**config.mk**
```make
export PLATFORM = sky130hd
export DESIGN_NAME = path_normalizer
export DESIGN_NICKNAME = d
export VERILOG_FILES = /design/src/rtl/pn_pkg.sv /design/src/rtl/pn_byte_store.sv /design/src/rtl/pn_comp_stack.sv /design/src/rtl/path_normalizer.sv
export VERILOG_INCLUDE_DIRS = /design/src /design/src/rtl
export SDC_FILE = /design/constraint.sdc
export NUM_CORES = 2
export LEC_CHECK = 0
export ABC_AREA = 1
export BUFFER_PORTS_ARGS = -buffer_cell sky130_fd_sc_hd__buf_2
export CORE_ASPECT_RATIO = 2
export CORE_MARGIN = 5
export CORE_UTILIZATION = 40
export DETAILED_ROUTE_END_ITERATION = 6
export PLACE_DENSITY_LB_ADDON = 0.1
export SLEW_MARGIN = 15
export SYNTH_ARGS = -nofsm -noshare
export SYNTH_HDL_FRONTEND = slang
export SYNTH_SLANG_ARGS = --single-unit
```
**constraint.sdc**
```tcl
create_clock -name clk -period 16.09 [get_ports clk]
set_input_delay 1.609 -clock clk [delete_from_list [all_inputs] [get_ports clk]]
set_output_delay 1.609 -clock clk [all_outputs]
set_load 0.02 [all_outputs]
```
**src/rtl/path_normalizer_macros.svh**
```systemverilog
// ----------------------------------------------------------------------------
// path_normalizer_macros.svh
// Assertion macros shared by the path normalizer RTL. With SYNTH defined the
// macros expand to nothing.
// ----------------------------------------------------------------------------
`ifndef PATH_NORMALIZER_MACROS_SVH
`define PATH_NORMALIZER_MACROS_SVH

`ifndef SYNTH

// A property that must hold at every clock edge outside reset.
`define PN_CHECK(name, prop, msg) \
    name: assert property (@(posedge clk) disable iff (!rst_n) (prop)) else $error(msg);

// A condition in one cycle that must be followed by another in the next.
`define PN_CHECK_NEXT(name, ante, cons, msg) \
    name: assert property (@(posedge clk) disable iff (!rst_n) (ante) |=> (cons)) \
        else $error(msg);

`else

`define PN_CHECK(name, prop, msg)
`define PN_CHECK_NEXT(name, ante, cons, msg)

`endif

`endif

```
**src/rtl/pn_pkg.sv**
```systemverilog
// ----------------------------------------------------------------------------
// pn_pkg
// Types, codes and constants shared by the path normalizer modules.
// ----------------------------------------------------------------------------
package pn_pkg;

    // Default capacity of the output byte store.
    localparam int PN_PATH_BYTES = 256;

    // The component start stack holds this many entries.
    localparam int STACK_DEPTH = 128;
    localparam int STACK_AW    = $clog2(STACK_DEPTH);
    localparam int DEPTH_W     = STACK_AW + 1;

    // The byte store is split into this many interleaved lanes.
    localparam int LANES  = 4;
    localparam int LANE_W = $clog2(LANES);

    localparam logic [7:0] CH_SLASH = 8'h2F;
    localparam logic [7:0] CH_DOT   = 8'h2E;

    typedef enum logic [1:0] {
        OP_APPEND = 2'd0,
        OP_FINISH = 2'd1,
        OP_READ   = 2'd2,
        OP_NONE   = 2'd3
    } opcode_t;

    typedef enum logic [1:0] {
        ST_OK       = 2'd0,
        ST_OVERFLOW = 2'd1,
        ST_RANGE    = 2'd2
    } status_t;

    // Where the tokenizer stands within the path.
    typedef enum logic [1:0] {
        PH_START = 2'd0,
        PH_COMP  = 2'd1,
        PH_NAME  = 2'd2
    } phase_t;

    typedef struct packed {
        logic [1:0] opcode;
        logic [7:0] char_in;
        logic [7:0] read_index;
    } req_item_t;

    typedef struct packed {
        logic [1:0] status;
        logic [7:0] out_length;
        logic [7:0] out_byte;
    } rsp_item_t;

    // One write burst into the byte store: an optional separator, up to two
    // held dots, then one character.
    typedef struct packed {
        logic       go;
        logic       slash;
        logic [1:0] dots;
        logic [7:0] ch;
    } put_req_t;

    // Operations on the component start stack.
    typedef struct packed {
        logic clear;
        logic push;
        logic pop;
    } stack_cmd_t;

    // Number of bytes a write burst carries.
    function automatic logic [2:0] put_count(put_req_t req);
        put_count = {2'b00, req.slash} + {1'b0, req.dots} + 3'd1;
    endfunction

endpackage

```
**src/rtl/pn_byte_store.sv**
```systemverilog
// ----------------------------------------------------------------------------
// pn_byte_store
// Output byte store in four interleaved lanes, so a burst of up to four
// consecutive bytes is written at once. Reads are registered.
// ----------------------------------------------------------------------------
module pn_byte_store #(
    parameter int PATH_BYTES = pn_pkg::PN_PATH_BYTES,
    parameter int LEN_W      = $clog2(PATH_BYTES)
) (
    input  logic             clk,
    input  pn_pkg::put_req_t put,
    input  logic [LEN_W-1:0] put_base,
    input  logic             rd_en,
    input  logic [7:0]       rd_index,
    output logic [7:0]       rd_byte
);
    import pn_pkg::*;

    localparam int BANK_DEPTH = (PATH_BYTES + LANES - 1) / LANES;
    localparam int BA_W       = $clog2(BANK_DEPTH);
    localparam logic [LEN_W:0] MAX_LEN = (LEN_W + 1)'(PATH_BYTES - 1);

    logic [LANES-1:0]             wr_en;
    logic [LANES-1:0][BA_W-1:0]   wr_addr;
    logic [LANES-1:0][7:0]        wr_data;
    logic [LANES-1:0][LANE_W-1:0] lane_off;
    logic [LANES-1:0][LEN_W:0]    lane_pos;
    logic [LANES-1:0][7:0]        bank_q;
    logic [2:0]                   count;
    logic [2:0]                   dot_end;
    logic [LANE_W-1:0]            lane_reg;
    logic [BA_W-1:0]              rd_addr;

    // Each lane takes the burst byte whose address falls on it. Bytes past
    // the last usable position are dropped.
    always_comb
    begin
        count   = put_count(put);
        dot_end = {2'b00, put.slash} + {1'b0, put.dots};
        for (int b = 0; b < LANES; b++)
        begin
            lane_off[b] = LANE_W'(b) - put_base[LANE_W-1:0];
            lane_pos[b] = (LEN_W + 1)'(put_base) + (LEN_W + 1)'(lane_off[b]);
            wr_en[b]    = put.go && ({1'b0, lane_off[b]} < count) && (lane_pos[b] < MAX_LEN);
            wr_addr[b]  = BA_W'(lane_pos[b] >> LANE_W);
            if ({1'b0, lane_off[b]} < {2'b00, put.slash})
            begin
                wr_data[b] = CH_SLASH;
            end
            else if ({1'b0, lane_off[b]} < dot_end)
            begin
                wr_data[b] = CH_DOT;
            end
            else
            begin
                wr_data[b] = put.ch;
            end
        end
    end

    assign rd_addr = BA_W'(rd_index >> LANE_W);

    for (genvar b = 0; b < LANES; b++)
    begin : g_bank
        logic [7:0] store_mem [BANK_DEPTH];
        logic [7:0] q_reg;

        always_ff @(posedge clk)
        begin
            if (wr_en[b])
            begin
                store_mem[wr_addr[b]] <= wr_data[b];
            end
            if (rd_en)
            begin
                q_reg <= store_mem[rd_addr];
            end
        end

        assign bank_q[b] = q_reg;
    end

    always_ff @(posedge clk)
    begin
        if (rd_en)
        begin
            lane_reg <= rd_index[LANE_W-1:0];
        end
    end

    assign rd_byte = bank_q[lane_reg];

endmodule

```
**src/rtl/pn_comp_stack.sv**
```systemverilog
// ----------------------------------------------------------------------------
// pn_comp_stack
// Stack of component start positions. The top entry is held in a register
// and the entry below it is prefetched from memory, so a pop takes its new
// top straight from the prefetch register.
// ----------------------------------------------------------------------------
module pn_comp_stack #(
    parameter int W = 8
) (
    input  logic                       clk,
    input  logic                       rst_n,
    input  pn_pkg::stack_cmd_t         cmd,
    input  logic [W-1:0]               push_data,
    output logic [pn_pkg::DEPTH_W-1:0] depth,
    output logic [W-1:0]               top
);
    import pn_pkg::*;

    logic [W-1:0]       stack_mem [STACK_DEPTH];
    logic [W-1:0]       below_reg;
    logic [W-1:0]       top_reg;
    logic [W-1:0]       top_next;
    logic [DEPTH_W-1:0] depth_reg;
    logic [DEPTH_W-1:0] depth_base;
    logic [DEPTH_W-1:0] depth_next;
    logic [DEPTH_W-1:0] rd_ptr;

    always_comb
    begin
        depth_base = cmd.clear ? '0 : depth_reg;
        depth_next = depth_base;
        top_next   = top_reg;
        if (cmd.push)
        begin
            depth_next = depth_base + DEPTH_W'(1);
            top_next   = push_data;
        end
        else if (cmd.pop)
        begin
            depth_next = depth_base - DEPTH_W'(1);
            top_next   = below_reg;
        end
        // Prefetch the entry that becomes the top after the next pop.
        rd_ptr = depth_next - DEPTH_W'(2);
    end

    always_ff @(posedge clk or negedge rst_n)
    begin
        if (!rst_n)
        begin
            depth_reg <= '0;
        end
        else
        begin
            depth_reg <= depth_next;
        end
    end

    always_ff @(posedge clk)
    begin
        if (cmd.push)
        begin
            stack_mem[depth_base[STACK_AW-1:0]] <= push_data;
        end
        below_reg <= stack_mem[rd_ptr[STACK_AW-1:0]];
        top_reg   <= top_next;
    end

    assign depth = depth_reg;
    assign top   = top_reg;

endmodule

```
**src/rtl/path_normalizer.sv**
```systemverilog
`include "path_normalizer_macros.svh"
// ----------------------------------------------------------------------------
// path_normalizer
// Streaming Unix path canonicalizer with a readable output byte store.
// ----------------------------------------------------------------------------
// The block takes one request item per clock, unless its response stalls,
// and returns one response item for each in the cycle after acceptance; a
// new item is taken in the same cycle that the previous response leaves.
// Append items feed the path a character at a time: a leading slash makes it
// absolute, slash runs collapse, "." components vanish and ".." drops the
// last kept component together with its separator. A finish item closes the
// path and reports its length, with an empty result turned into "/". Read
// items return one byte of the normalized path, and may be issued while the
// path is still being built. At most PATH_BYTES-1 bytes are kept; further
// bytes are dropped and the overflow status is raised until the next path
// starts. The rate of one item per cycle comes from two memories: the byte
// store is split into four lanes so that a component start (separator, held
// dots and a character) is written as one burst, and the component start
// stack keeps its top entry in a register with the next one prefetched, so
// ".." costs one stack access. Both memories need no clearing after reset;
// a path start rewrites whatever it later reads back.
// ----------------------------------------------------------------------------
module path_normalizer #(
    parameter int PATH_BYTES = pn_pkg::PN_PATH_BYTES
) (
    input  logic              clk,
    input  logic              rst_n,
    input  logic              req_valid,
    output logic              req_stall,
    input  pn_pkg::req_item_t req,
    output logic              rsp_valid,
    input  logic              rsp_stall,
    output pn_pkg::rsp_item_t rsp
);
    import pn_pkg::*;

    localparam int LEN_W = $clog2(PATH_BYTES);
    localparam int CMP_W = (LEN_W > 8) ? LEN_W : 8;
    localparam logic [LEN_W:0] MAX_LEN = (LEN_W + 1)'(PATH_BYTES - 1);

    // Tokenizer state.
    phase_t             phase_reg;
    phase_t             phase_next;
    logic [1:0]         dots_reg;
    logic [1:0]         dots_next;
    logic [LEN_W-1:0]   len_reg;
    logic [LEN_W-1:0]   len_next;
    logic               ovf_reg;
    logic               ovf_next;

    // Response register.
    logic               rsp_valid_reg;
    status_t            status_reg;
    status_t            status_next;
    logic [7:0]         length_reg;
    logic               rd_ok_reg;

    logic               accept;
    logic               fresh;
    phase_t             phase_eff;
    logic [LEN_W-1:0]   len0;
    logic [LEN_W-1:0]   len_after;
    logic [1:0]         dots0;
    logic               ovf0;
    logic [DEPTH_W-1:0] depth0;
    logic               is_slash;
    logic               is_dot;
    logic               rd_hit;
    logic               rd_en;
    logic [LEN_W:0]     put_end;

    put_req_t           put;
    logic [LEN_W-1:0]   put_base;
    stack_cmd_t         scmd;
    logic [DEPTH_W-1:0] stk_depth;
    logic [LEN_W-1:0]   stk_top;
    logic [7:0]         rd_byte;

    assign req_stall = rsp_valid_reg && rsp_stall;
    assign accept    = req_valid && !req_stall;

    // The first append or finish item after a finish (or after reset) opens a new
    // path: the length, stack, held dots and overflow flag are taken as cleared.
    assign fresh     = (phase_reg == PH_START);
    assign phase_eff = fresh ? PH_COMP : phase_reg;
    assign len0      = fresh ? '0 : len_reg;
    assign dots0     = fresh ? 2'd0 : dots_reg;
    assign ovf0      = fresh ? 1'b0 : ovf_reg;
    assign depth0    = fresh ? '0 : stk_depth;

    assign is_slash  = (req.char_in == CH_SLASH);
    assign is_dot    = (req.char_in == CH_DOT);
    assign rd_hit    = CMP_W'(req.read_index) < CMP_W'(len_reg);

    always_comb
    begin
        phase_next  = phase_reg;
        dots_next   = dots_reg;
        len_after   = len_reg;
        ovf_next    = ovf_reg;
        status_next = ST_OK;
        rd_en       = 1'b0;
        scmd        = '0;
        put         = '0;
        put.ch      = req.char_in;
        put_base    = len0;

        if (accept)
        begin
            unique case (opcode_t'(req.opcode))
                OP_APPEND:
                begin
                    scmd.clear = fresh;
                    len_after  = len0;
                    ovf_next   = ovf0;
                    dots_next  = 2'd0;
                    phase_next = PH_COMP;
                    if (fresh && is_slash)
                    begin
                        // Leading slash of an absolute path.
                        put.go = 1'b1;
                    end
                    else if (is_slash)
                    begin
                        // End of a component: ".." pops the last kept one.
                        if (phase_eff == PH_COMP && dots0 == 2'd2 && depth0 != '0)
                        begin
                            scmd.pop  = 1'b1;
                            len_after = stk_top;
                        end
                    end
                    else if (phase_eff == PH_COMP && is_dot && dots0 != 2'd2)
                    begin
                        // Dots are held until the component proves to be a name.
                        dots_next = dots0 + 2'd1;
                    end
                    else if (phase_eff == PH_COMP)
                    begin
                        // A regular name begins: record where it starts, then
                        // write the separator, the held dots and this character.
                        scmd.push  = (depth0 < DEPTH_W'(STACK_DEPTH));
                        ovf_next   = ovf0 || !scmd.push;
                        put.go     = 1'b1;
                        put.slash  = (depth0 != '0);
                        put.dots   = dots0;
                        phase_next = PH_NAME;
                    end
                    else
                    begin
                        put.go     = 1'b1;
                        phase_next = PH_NAME;
                    end
                end
                OP_FINISH:
                begin
                    scmd.clear = fresh;
                    ovf_next   = ovf0;
                    dots_next  = 2'd0;
                    phase_next = PH_START;
                    len_after  = len0;
                    if (phase_eff == PH_COMP && dots0 == 2'd2 && depth0 != '0)
                    begin
                        scmd.pop  = 1'b1;
                        len_after = stk_top;
                    end
                    // An empty result becomes the root.
                    if (len_after == '0)
                    begin
                        put.go   = 1'b1;
                        put.ch   = CH_SLASH;
                        put_base = '0;
                    end
                end
                OP_READ:
                begin
                    rd_en = rd_hit;
                end
                OP_NONE:
                begin
                end
            endcase
        end

        // Bytes past the last usable position are dropped and flagged.
        put_end  = (LEN_W + 1)'(put_base) + (LEN_W + 1)'(put_count(put));
        len_next = len_after;
        if (put.go)
        begin
            if (put_end > MAX_LEN)
            begin
                len_next = MAX_LEN[LEN_W-1:0];
                ovf_next = 1'b1;
            end
            else
            begin
                len_next = put_end[LEN_W-1:0];
            end
        end

        if (accept)
        begin
            unique case (opcode_t'(req.opcode)) inside
                OP_APPEND, OP_FINISH: status_next = ovf_next ? ST_OVERFLOW : ST_OK;
                OP_READ:              status_next = rd_hit ? ST_OK : ST_RANGE;
                OP_NONE:              status_next = ST_OK;
            endcase
        end
    end

    always_ff @(posedge clk or negedge rst_n)
    begin
        if (!rst_n)
        begin
            phase_reg     <= PH_START;
            dots_reg      <= 2'd0;
            len_reg       <= '0;
            ovf_reg       <= 1'b0;
            rsp_valid_reg <= 1'b0;
        end
        else
        begin
            phase_reg <= phase_next;
            dots_reg  <= dots_next;
            len_reg   <= len_next;
            ovf_reg   <= ovf_next;
            if (accept)
            begin
                rsp_valid_reg <= 1'b1;
            end
            else if (!rsp_stall)
            begin
                rsp_valid_reg <= 1'b0;
            end
        end
    end

    // Response payload; it holds while the response is stalled because no
    // item is accepted then.
    always_ff @(posedge clk)
    begin
        if (accept)
        begin
            status_reg <= status_next;
            length_reg <= 8'(len_next);
            rd_ok_reg  <= rd_en;
        end
    end

    pn_byte_store #(
        .PATH_BYTES (PATH_BYTES),
        .LEN_W      (LEN_W)
    ) u_store (
        .clk      (clk),
        .put      (put),
        .put_base (put_base),
        .rd_en    (rd_en),
        .rd_index (req.read_index),
        .rd_byte  (rd_byte)
    );

    pn_comp_stack #(
        .W (LEN_W)
    ) u_stack (
        .clk       (clk),
        .rst_n     (rst_n),
        .cmd       (scmd),
        .push_data (len0),
        .depth     (stk_depth),
        .top       (stk_top)
    );

    assign rsp_valid      = rsp_valid_reg;
    assign rsp.status     = status_reg;
    assign rsp.out_length = length_reg;
    assign rsp.out_byte   = rd_ok_reg ? rd_byte : 8'd0;

    `PN_CHECK(a_len_cap, (LEN_W + 1)'(len_reg) <= MAX_LEN, "length beyond store capacity")
    `PN_CHECK(a_depth_cap, stk_depth <= DEPTH_W'(STACK_DEPTH), "stack depth beyond capacity")
    `PN_CHECK(a_dots_phase, (dots_reg == 2'd0) || (phase_reg == PH_COMP), "dots held mid-name")
    `PN_CHECK_NEXT(a_rsp_follows, accept, rsp_valid, "accepted item gave no response")
    `PN_CHECK_NEXT(a_read_keeps_len, accept && (req.opcode == OP_READ),
                   len_reg == $past(len_reg), "read changed the length")

endmodule
```
==> out/metrics.cfg <==
[setup_path]
path_buf_inv = 5
worst-path-max-fanout = 160
reg2reg_setup_slack_ns = 8.75
required_ns = 16.85
path_cells = nor2_2, buf_4, nor2_1, inv_1, ha_1, nor2_1, nand3_1, nand4_2, nand2_1, nand2_2, buf_4, nand2_4, buf_4, buf_12, nand2_1, nand3_1, nand3_1, nand3_1, nand3_1, nand3_1, nand2_1, nand2_1, nand2_1
r2r-end = u_stack.below_reg[7]
cpMostUsedCell = nand3_1
worstSetupPathType = reg -> reg
cp_data_arrival_time_ns = 8.10
startpoint_type = register
critical_path.max_stage_delay_ns = 0.76
reg2reg_from = phase_reg[1]
crit_family = simple AND/OR/NAND/NOR gates
cp_slowest_cell = buf_4
critPathCaptureType = register
rr_worst_depth = 23

[power_and_ir_drop]
leakage_uw = 0.0511
ir_drop_v = 0.000138
powerDensity_mw_per_mm2 = 140

[finish]
nets = 11300
fill_cells = 30300
area_growth_pct = 10.6
multiInputGateArea_mm2 = 0.0306
drive_above_1_share_pct = 6.56
largest_reg_flops = 2048
seqCellArea_mm2 = 0.0946

[hold_path]
min_from = dots_reg[0]
min_path_type = reg -> reg
hold_depth = 2
holdPathEnd = dots_reg[0]

[floorplanning]
rows = 298
start_util_pct = 40.1
die_y_um = 821
die_w_um = 416
ios = 42
core_area_mm2 = 0.328
die_area_mm2 = 0.341

[sta]
grt_setup_unrepaired = no
setup_tns_ns = 0
timing_hold_violations_final = 0
holdWs_ns = 0.547
finalSetupViolCount = 0
relSlewSlack_pct = 17.9
period_share_pct = 45.6
skew_ns = 0.0642
finalCriticalPeriod_ns = 7.34
worst_slew_pin_slew_ns = 1.23
finalMaxSlewViolations = 0
fmax_ghz = 0.136

[place]
place.gp.congestion = 0.813
portBuffers = 41
place.detailed.hpwl_um = 222000

[synth]
yosysUniqueCellTypes = 51
synth_warnings = 0
yosys_register_bits = 3155
syn_area_per_cell_um2 = 11.5
syn_inst = 11400
yosys_most_used_dff = edfxtp_1
syn-cell-area_mm2 = 0.132
async_flop_share_pct = 0.697
synth_edf_count = 3125
seq_area_frac_synth_pct = 71.8

[cts]
clkSlewWorstSetupHoldPaths_ns = 0.07
clock_latency_ns = 0.92
cts-root-buf = clkbuf_16
cts_max_level = 5
clock_sink_count = 3155
cts.repair.resized = 0
cts_tree = built
clk_path_buf_depth = 4
cts_buffers = 294
cts_setup_buffers = 0
cts_hold_buf = 0

[global_route]
grt_pass1_vias = 81500
grt_overflow = 0
grt_max_degree = 161
grt_usage_pct = 21.9
grt_antenna_before_repair = 15
grt_pass1_wl_um = 567000

[drt]
wl_um = 387000
wl_per_cell_um = 24.5
viasPerCell = 5.40
vias = 85200
ant_nets = 0
drt_iter0_markers = 8200
drc = 0
firstDrtPassIters = 5

[status]
status = finished, final reports clean

[run]
cap_violations = 0

[cell type report]
type                    count  area share, %
clock inverters           144           1.04
repair buffers            181           1.01
clock buffers             369           5.41
flip-flops and latches   3155           64.9
diodes                      8         0.0137
inverters                1100           2.86
well taps                4350           3.74
multi-input cells        6483           21.0
[per-stage QoR]
step	total power, uW	cells	utilization, %	setup slack [ns]	cell area [um^2]
2_1_floorplan	12000	11400	-	7.24	132000
3_3_place_gp	13600	15300	41.5	8.29	136000
3_5_place_dp	13600	15300	41.5	8.18	136000
4_1_cts	20600	15800	44.3	8.79	146000
5_1_grt	21200	15800	44.3	8.28	146000
6_report	20400	15800	44.3	8.75	146000
[report_power, final]
group	switching (uW)	internal, uW	total (uW)	leakage [uW]
Sequential	39.4	9480	9520	0.0287
Combinational	3010	873	3880	0.0178
Clock	3100	3940	7040	0.00457
[synth_stat cells (34+ instances only)]
cell type | number | share of area (%)
nand2_1 | 1250 | 3.6
o21ai_0 | 1349 | 5.1
inv_1 | 1060 | 3.0
clkbuf_1 | 514 | 1.5
edfxtp_1 | 3125 | 71
nand3_1 | 1117 | 4.2
nor2_1 | 1881 | 5.4
buf_2 | 115 | 0.44
inv_2 | 34 | 0.097
o22ai_1 | 640 | 3.0
buf_1 | 53 | 0.15
o32ai_1 | 40 | 0.27
[layout by cell type, fill, tap and decap left out, types with 10 or more instances in the layout]
cell type | Yosys | layout
nand3_2 | 27 | 30
o21ai_0 | 1349 | 1347
nor2_2 | 11 | 12
nand2_2 | 9 | 27
a21oi_1 | 17 | 17
nor2_1 | 1881 | 1867
nand2_1 | 1250 | 1230
inv_6 | 0 | 10
dfrtp_1 | 22 | 22
clkbuf_1 | 514 | 62
inv_1 | 1060 | 1051
clkbuf_16 | 0 | 304
o22ai_1 | 640 | 638
inv_2 | 34 | 41
clkinv_2 | 0 | 34
ha_1 | 31 | 30
nor2_4 | 13 | 26
o32ai_1 | 40 | 40
buf_4 | 1 | 127
clkinv_1 | 6 | 57
nand3_1 | 1117 | 1112
xor2_1 | 12 | 12
nand4_1 | 20 | 20
edfxtp_1 | 3125 | 3125
buf_12 | 0 | 14
bufinv_16 | 0 | 28
buf_2 | 115 | 36
[cell families after synthesis]
kind of cell	after synthesis	synth area share (%)
other	1	0.00285
buffers and inverters	1785	5.21
DFF	3155	71.8
adders and majority gates	31	0.295
and+or+nand+nor	4340	13.8
AOI/OAI and AO/OA	2080	8.69
xor gates and xnor gates	24	0.222
[how the worst max path moves through the flow]
stage	start	to	slack, ns	cells past startpoint
floorplan	phase_reg[1]	u_store.g_bank[0].store_mem[0][0]	7.24	16
global placement	rsp_stall	u_stack.below_reg[7]	8.29	22
detailed placement	rsp_stall	u_stack.below_reg[6]	8.18	22
CTS	phase_reg[1]	u_stack.below_reg[1]	8.79	23
global route	phase_reg[1]	u_stack.below_reg[1]	8.28	23
finish	phase_reg[1]	u_stack.below_reg[7]	8.75	23
[layer usage]
metal	GRT usage (%)	part of all wire [%]	wire length, um
met3	2.60	5.4	21000
met1	31.1	44	171000
met5	0	0.011	43
met4	6.23	3.0	11800
met2	35.6	47	183000
[worst min-delay path, cell delays in order, from the launching register on]
cell and delay (ns):
dfrtp_1 0.36, inv_1 0.06, o22ai_1 0.08
No activity file was read; power rests on OpenSTA's default activity.
